## src/rtl/ifd_pkg.sv

```systemverilog
`timescale 1ns / 1ps
`default_nettype none

package ifd_pkg;

    // character codes seen on the serial line
    localparam logic [7:0] CH_PLUS  = 8'h2B;
    localparam logic [7:0] CH_CR    = 8'h0D;
    localparam logic [7:0] CH_I     = 8'h49;
    localparam logic [7:0] CH_P     = 8'h50;
    localparam logic [7:0] CH_D     = 8'h44;
    localparam logic [7:0] CH_COMMA = 8'h2C;
    localparam logic [7:0] CH_COLON = 8'h3A;
    localparam logic [7:0] CH_ZERO  = 8'h30;
    localparam logic [7:0] CH_NINE  = 8'h39;

    localparam int unsigned LEN_W = 10;
    localparam logic [LEN_W-1:0] LEN_MAX = 10'd1023;

    // one result beat
    typedef struct packed {
        logic [7:0]       payload_byte;
        logic             payload_valid;
        logic             payload_last;
        logic             frame_done;
        logic [LEN_W-1:0] declared_length;
        logic             frame_short;
    } result_t;

    // expected header letter at a given position
    function automatic logic [7:0] hdr_letter(input logic [1:0] idx);
        logic [7:0] ch;
        case (idx)
            2'd0:    ch = CH_I;
            2'd1:    ch = CH_P;
            default: ch = CH_D;
        endcase
        return ch;
    endfunction

endpackage

`default_nettype wire

```

## src/rtl/ipd_frame_deframer.sv

```systemverilog
// ipd_frame_deframer: streaming parser for +IPD,id,len:payload<CR> frames
// result: each beat is registered into the output register, or into the skid slot if the output register is stalled
// throughput: one byte per cycle while in_ready is high; the state step is a single registered pass
// output register plus skid slot; input stalls only while both hold a beat
// reset: rst_n asynchronous, active low; parser returns to idle, output stage empties
`timescale 1ns / 1ps
`default_nettype none

module ipd_frame_deframer
    import ifd_pkg::*;
#(
    parameter int MAX_LENGTH_DIGITS = 3
)
(
    input  wire logic       clk,
    input  wire logic       rst_n,
    input  wire logic       in_valid,
    output logic            in_ready,
    input  wire logic [7:0] rx_byte,
    input  wire logic       rx_error,
    output logic            out_valid,
    input  wire logic       out_ready,
    output logic [7:0]      payload_byte,
    output logic            payload_valid,
    output logic            payload_last,
    output logic            frame_done,
    output logic [9:0]      declared_length,
    output logic            frame_short
);

    result_t res;
    result_t out_data;
    logic    res_valid;
    logic    in_fire;

    assign in_fire = in_valid && in_ready;

    // frame state step
    ifd_parser #(
        .MAX_LENGTH_DIGITS(MAX_LENGTH_DIGITS)
    ) u_parser (
        .clk      (clk),
        .rst_n    (rst_n),
        .in_fire  (in_fire),
        .rx_byte  (rx_byte),
        .rx_error (rx_error),
        .res      (res),
        .res_valid(res_valid)
    );

    // result register and skid slot
    ifd_out_stage u_out (
        .clk      (clk),
        .rst_n    (rst_n),
        .push_data(res),
        .push     (res_valid),
        .in_ready (in_ready),
        .out_data (out_data),
        .out_valid(out_valid),
        .out_ready(out_ready)
    );

    assign payload_byte    = out_data.payload_byte;
    assign payload_valid   = out_data.payload_valid;
    assign payload_last    = out_data.payload_last;
    assign frame_done      = out_data.frame_done;
    assign declared_length = out_data.declared_length;
    assign frame_short     = out_data.frame_short;

endmodule

`default_nettype wire

```

## src/rtl/ifd_parser.sv

```systemverilog
`timescale 1ns / 1ps
`default_nettype none

module ifd_parser
    import ifd_pkg::*;
#(
    parameter int MAX_LENGTH_DIGITS = 3
)
(
    input  wire logic    clk,
    input  wire logic    rst_n,
    input  wire logic    in_fire,
    input  wire logic [7:0] rx_byte,
    input  wire logic    rx_error,
    output result_t      res,
    output logic         res_valid
);

    localparam int DCW = $clog2(MAX_LENGTH_DIGITS + 1);
    localparam logic [DCW-1:0] DIGIT_LIMIT = DCW'(MAX_LENGTH_DIGITS);

    localparam logic [2:0] PH_IDLE = 3'd0;
    localparam logic [2:0] PH_HDR  = 3'd1;
    localparam logic [2:0] PH_PRE  = 3'd2;
    localparam logic [2:0] PH_ID   = 3'd3;
    localparam logic [2:0] PH_LEN  = 3'd4;
    localparam logic [2:0] PH_PAY  = 3'd5;
    localparam logic [2:0] PH_TAIL = 3'd6;

    logic [2:0]       phase_reg, phase_next;
    logic [1:0]       hdr_cnt_reg, hdr_cnt_next;
    logic [LEN_W-1:0] len_reg, len_next;
    logic [DCW-1:0]   dig_cnt_reg, dig_cnt_next;
    logic [LEN_W-1:0] pay_cnt_reg, pay_cnt_next;

    // length accumulate with saturation: len*10 + digit
    logic [13:0] len_mac;
    logic        is_digit;
    logic [LEN_W-1:0] pay_cnt_inc;
    logic        reach_len;

    assign is_digit    = (rx_byte >= CH_ZERO) && (rx_byte <= CH_NINE);
    assign len_mac     = ({4'd0, len_reg} << 3) + ({4'd0, len_reg} << 1)
                         + {10'd0, rx_byte[3:0]};
    assign pay_cnt_inc = pay_cnt_reg + 10'd1;
    assign reach_len   = (pay_cnt_inc >= len_reg);

    // per-byte state step and result
    always_comb
    begin
        phase_next   = phase_reg;
        hdr_cnt_next = hdr_cnt_reg;
        len_next     = len_reg;
        dig_cnt_next = dig_cnt_reg;
        pay_cnt_next = pay_cnt_reg;
        res          = '0;
        res_valid    = 1'b0;

        if (in_fire && !rx_error) begin
            if (rx_byte == CH_PLUS) begin
                phase_next   = PH_HDR;
                hdr_cnt_next = '0;
                len_next     = '0;
                dig_cnt_next = '0;
                pay_cnt_next = '0;
            end else if (phase_reg != PH_IDLE) begin
                if (rx_byte == CH_CR) begin
                    res_valid           = 1'b1;
                    res.frame_done      = 1'b1;
                    res.declared_length = len_reg;
                    res.frame_short     = (pay_cnt_reg < len_reg);
                    phase_next          = PH_IDLE;
                    hdr_cnt_next        = '0;
                    len_next            = '0;
                    dig_cnt_next        = '0;
                    pay_cnt_next        = '0;
                end else begin
                    unique case (phase_reg)
                        PH_HDR:
                        begin
                            if (hdr_cnt_reg != 2'd3 && rx_byte == hdr_letter(hdr_cnt_reg)) begin
                                hdr_cnt_next = hdr_cnt_reg + 2'd1;
                                if (hdr_cnt_reg == 2'd2) begin
                                    phase_next = PH_PRE;
                                end
                            end else begin
                                phase_next   = PH_IDLE;
                                hdr_cnt_next = '0;
                                len_next     = '0;
                                dig_cnt_next = '0;
                                pay_cnt_next = '0;
                            end
                        end
                        PH_PRE:
                        begin
                            if (rx_byte == CH_COMMA) begin
                                phase_next = PH_ID;
                            end
                        end
                        PH_ID:
                        begin
                            if (rx_byte == CH_COMMA) begin
                                phase_next = PH_LEN;
                            end
                        end
                        PH_LEN:
                        begin
                            if (is_digit) begin
                                if (dig_cnt_reg < DIGIT_LIMIT) begin
                                    len_next = (len_mac > {4'd0, LEN_MAX}) ? LEN_MAX
                                                                            : len_mac[LEN_W-1:0];
                                    dig_cnt_next = dig_cnt_reg + DCW'(1);
                                end
                            end else if (rx_byte == CH_COLON) begin
                                phase_next = (len_reg == '0) ? PH_TAIL : PH_PAY;
                            end
                        end
                        PH_PAY:
                        begin
                            pay_cnt_next        = pay_cnt_inc;
                            res_valid           = 1'b1;
                            res.payload_byte    = rx_byte;
                            res.payload_valid   = 1'b1;
                            res.payload_last    = reach_len;
                            res.declared_length = len_reg;
                            if (reach_len) begin
                                phase_next = PH_TAIL;
                            end
                        end
                        default:
                        begin
                            phase_next = phase_reg;
                        end
                    endcase
                end
            end
        end
    end

    // frame state registers
    always_ff @(posedge clk or negedge rst_n)
    begin
        if (!rst_n) begin
            phase_reg   <= PH_IDLE;
            hdr_cnt_reg <= '0;
            len_reg     <= '0;
            dig_cnt_reg <= '0;
            pay_cnt_reg <= '0;
        end else begin
            phase_reg   <= phase_next;
            hdr_cnt_reg <= hdr_cnt_next;
            len_reg     <= len_next;
            dig_cnt_reg <= dig_cnt_next;
            pay_cnt_reg <= pay_cnt_next;
        end
    end

endmodule

`default_nettype wire

```

## src/rtl/ifd_out_stage.sv

```systemverilog
`timescale 1ns / 1ps
`default_nettype none

module ifd_out_stage
    import ifd_pkg::*;
(
    input  wire logic    clk,
    input  wire logic    rst_n,
    input  wire result_t push_data,
    input  wire logic    push,
    output logic         in_ready,
    output result_t      out_data,
    output logic         out_valid,
    input  wire logic    out_ready
);

    result_t out_reg;
    logic    out_valid_reg;
    result_t skid_reg;
    logic    skid_valid_reg;
    logic    pop;

    assign pop       = out_valid_reg && out_ready;
    assign in_ready  = !skid_valid_reg;
    assign out_data  = out_reg;
    assign out_valid = out_valid_reg;

    // valid flags of the output register and skid slot
    always_ff @(posedge clk or negedge rst_n)
    begin
        if (!rst_n) begin
            out_valid_reg  <= 1'b0;
            skid_valid_reg <= 1'b0;
        end else if (skid_valid_reg) begin
            if (pop) begin
                skid_valid_reg <= 1'b0;
            end
        end else if (push) begin
            if (out_valid_reg && !pop) begin
                skid_valid_reg <= 1'b1;
            end else begin
                out_valid_reg <= 1'b1;
            end
        end else if (pop) begin
            out_valid_reg <= 1'b0;
        end
    end

    // result payload
    always_ff @(posedge clk)
    begin
        if (skid_valid_reg) begin
            if (pop) begin
                out_reg <= skid_reg;
            end
        end else if (push) begin
            if (out_valid_reg && !pop) begin
                skid_reg <= push_data;
            end else begin
                out_reg <= push_data;
            end
        end
    end

endmodule

`default_nettype wire

```

## config.mk

```make
export PLATFORM = sky130hd
export DESIGN_NAME = ipd_frame_deframer
export DESIGN_NICKNAME = d
export VERILOG_FILES = /design/src/rtl/ifd_pkg.sv /design/src/rtl/ipd_frame_deframer.sv /design/src/rtl/ifd_parser.sv /design/src/rtl/ifd_out_stage.sv
export SDC_FILE = /design/constraint.sdc
export NUM_CORES = 1
export LEC_CHECK = 0
export ABC_AREA = 1
export BUFFER_PORTS_ARGS = -buffer_cell sky130_fd_sc_hd__buf_2
export CORE_MARGIN = 3
export CORE_UTILIZATION = 41
export CTS_BUF_LIST = sky130_fd_sc_hd__clkbuf_16
export DETAILED_ROUTE_END_ITERATION = 16
export GPL_ROUTABILITY_DRIVEN = 0
export HOLD_SLACK_MARGIN = 0.05
export PLACE_DENSITY = 0.57
export SLEW_MARGIN = 20
export SYNTH_ARGS = -nofsm -noshare
export SYNTH_HDL_FRONTEND = slang
export SYNTH_SLANG_ARGS = --single-unit
```

## constraint.sdc

```tcl
create_clock -name clk -period 3.95 [get_ports clk]
set_input_delay 0.1975 -clock clk [delete_from_list [all_inputs] [get_ports clk]]
set_output_delay 0.1975 -clock clk [all_outputs]
set_load 0.1 [all_outputs]
```

==> reports/results.tsv <==
stage	metric	value	unit
global_routing	largest net degree at the start of global routing	30	
clocking	Worst-path clk slew	0.06	ns
power	PD cells	303	nW/um2
clocking	CTS buffer count	9	
sta	# setup viols final	0	
die	die area	13200	um2
clocking	clk sinks	73	
global_routing	initial antenna violation count	0	
synthesis	Synth cell types	31	
power	P_leak	0.00259	uW
hold_path	Worst Hold Depth	4	
power	Max IR drop VDD	0.000259	V
synthesis	sequential element share of the synthesized area	0.420	
worst_setup_path	reg-to-reg endpoint	u_parser.len_reg[0]	
synthesis	Syn Std Cell Area	4870	um2
placed_design	placed cell count	793	
die	Die Width	115	um
clocking	H-tree lvl count	3	
clocking	Root Buffer	clkbuf_16	
synthesis	Area contributors post-synth	edfxtp_1 (27%), dfrtp_1 (15%), nand2_1 (14%), ha_1 (12%), inv_1 (5.6%)	
worst_setup_path	Reg2Reg Setup Slack	1.05	ns
placed_design	DP HPWL	8340	um
die	core area	11500	um2
global_routing	global route overflow	0	
synthesis	top-area cell type share of the netlist area	0.271	
synthesis	Yosys reg bits	73	
route	vias per inst	4.99	
route	drt wl/cell	13.6	um
sta	Final Skew	0.00631	ns
sta	Tcrit/Tclk final	0.734	
route	Vias	4044	
die	row count	39	
worst_setup_path	Reg-to-Reg Start	u_parser.len_reg[0]	
hold_path	Hold Path Sink	u_out.skid_valid_reg	
sta	RSZ-0062 raised after global routing	no	
layout	final std cells w/o fill	810	
clocking	CTS tree	done	
layout	most common cell after layout, fill and taps aside	nand2_1	
layout	Area Overhead vs Synth	13.6	%
global_routing	GRT Total Usage	0.174	
worst_setup_path	CP endpoint kind	flip-flop	
die	die height	115	um
route	Routed Antenna Nets	0	
layout	layout cells sized above 1	0.123	
sta	Worst Tran Pin Value	0.707	ns
hold_path	Hold Path Class	primary input to flip-flop	
route	DRT iter0 DRCs	322	
placed_design	Port Buffer Count	36	
layout	utilization after layout	0.481	
sta	Max Slew Vio Count	0	
sta	Final Hold Viols	0	
worst_setup_path	r2r worst-path depth	12	
layout	most frequent cells in the layout	nand2_1 (188), inv_1 (73), nor2_1 (73)	
sta	max_slew headroom	0.529	
global_routing	vias in the first global route	3744	
route	overall routed net length	11100	um
worst_setup_path	crit path max fanout	10	
die	IO Pins	37	
clocking	Post-CTS Resized	0	
run	Max-Cap Viols	0	
clocking	Max Buffers Root-to-Sink	2	
layout	fin area	5530	um2
synthesis	Yosys top cell by area	edfxtp_1	
layout	final layout net count	723	
worst_setup_path	critical path class	flip-flop to flip-flop	
power	Power Total	1680	uW
route	Residual DRC	0	
worst_setup_path	WP data required	4.17	ns
synthesis	Syn Area/Cell	7.87	um2
clocking	clock insertion delay at the later pin of the skew report	0.33	ns
hold_path	startpoint of the worst hold path	out_ready	
outcome	status	completed	
sta	min cycle time layout	2.90	ns
route	Pre-antenna DRT Iters	5	
layout	ANT cells	0	
die	Initial Util	0.423	
worst_setup_path	startpoint types	flip-flop	
sta	fmax	345	MHz
placed_design	Area after DPL	5220	um2
synthesis	synthesized instance count	619	
synthesis	Synthesis Warnings	0	
worst_setup_path	WP data arrival	3.12	ns
synthesis	Mapped Nets	680	
global_routing	first-pass GRT wire length	18200	um
sta	post-route setup TNS	0	ns
## routing by layer
layer  up-vias  share of wire  track usage
met1      1864           0.47        0.240
met2        73           0.47        0.275
li1       2097              -            -
met5         -              0            0
met3        10          0.039       0.0326
met4         0          0.018       0.0610
## through the flow
stage          setup WS, ns  hold slack, ns
2_1_floorplan         0.578         -0.0981
3_3_place_gp           1.13           0.288
3_5_place_dp           1.05           0.292
4_1_cts                1.03           0.180
5_1_grt               0.793           0.214
6_report               1.05           0.194
## kinds of logic (layout without fill, tap and decap cells)
family / Yosys count / after routing / synth area share
AND/OR/NAND/NOR: 333 / 333 / 0.288
buffers and inverters: 89 / 137 / 0.0709
flip-flops: 73 / 73 / 0.420
AO/OA/AOI/OAI: 62 / 62 / 0.0696
adder cells (fa/ha/maj): 48 / 48 / 0.126
XOR/XNOR: 14 / 14 / 0.0252
## synthesized netlist by cell type
cell	n
nand2_1	188
inv_1	73
nor2_1	73
ha_1	46
nand3_1	45
edfxtp_1	44
dfrtp_1	29
o21ai_0	22
a21oi_1	16
o21ai_1	12
xor2_1	10
nand4_1	8
inv_2	7
nor2_2	6
clkbuf_1	5
nor2_4	5
nand2_2	4
xnor2_1	4
buf_2	3
nor3_1	3
o21bai_1	3
o22ai_1	3
fa_1	2
a21o_1	1
a21oi_2	1
a31oi_1	1
buf_6	1
nand2_4	1
o2111ai_1	1
o211ai_1	1
o21ai_2	1
## power breakdown
group / internal (uW) / switching, uW / leakage (uW) / total [uW]
clock network: 494 / 332 / 0.000150 / 826
registers: 803 / 0.0167 / 0.000698 / 803
logic: 13.2 / 33.2 / 0.00174 / 46.4
total: 1310 / 365 / 0.00259 / 1680
## worst max-delay path by stage
stage / start / end / cells after the start
floorplan: u_out.skid_valid_reg / u_out.out_data[0] / 7
global placement: u_parser.len_reg[0] / u_parser.len_reg[1] / 12
detailed placement: u_parser.len_reg[0] / u_parser.len_reg[0] / 12
CTS: u_parser.len_reg[0] / u_parser.len_reg[0] / 12
global route: u_parser.len_reg[0] / u_parser.len_reg[2] / 12
finish: u_parser.len_reg[0] / u_parser.len_reg[0] / 12
## critical path: stages (launching register included)
cell,delay (ns)
dfrtp_1,0.48
fa_1,0.55
fa_1,0.51
nand3_1,0.11
nand3_1,0.10
nand2_1,0.09
nand2_1,0.05
nand2_1,0.05
nand2_1,0.04
nor2_1,0.50
nand3_1,0.14
nand2_1,0.10
nand2_1,0.05
## layout make-up
cell class / count / area, um2
clock inverter: 7 / 78.8
fill: 1146 / 5980
tap: 143 / 179
multi-input combinational: 457 / 2480
timing repair buffer: 41 / 220
inverter: 80 / 300
sequential: 73 / 2050
clock buffer: 9 / 225
## timing repair
item	4_1_cts	5_1_grt
endpoints found under the hold margin	29	0
buffers inserted	0	0
hold buffers	1	0
No activity file was read; power rests on OpenSTA's default activity.
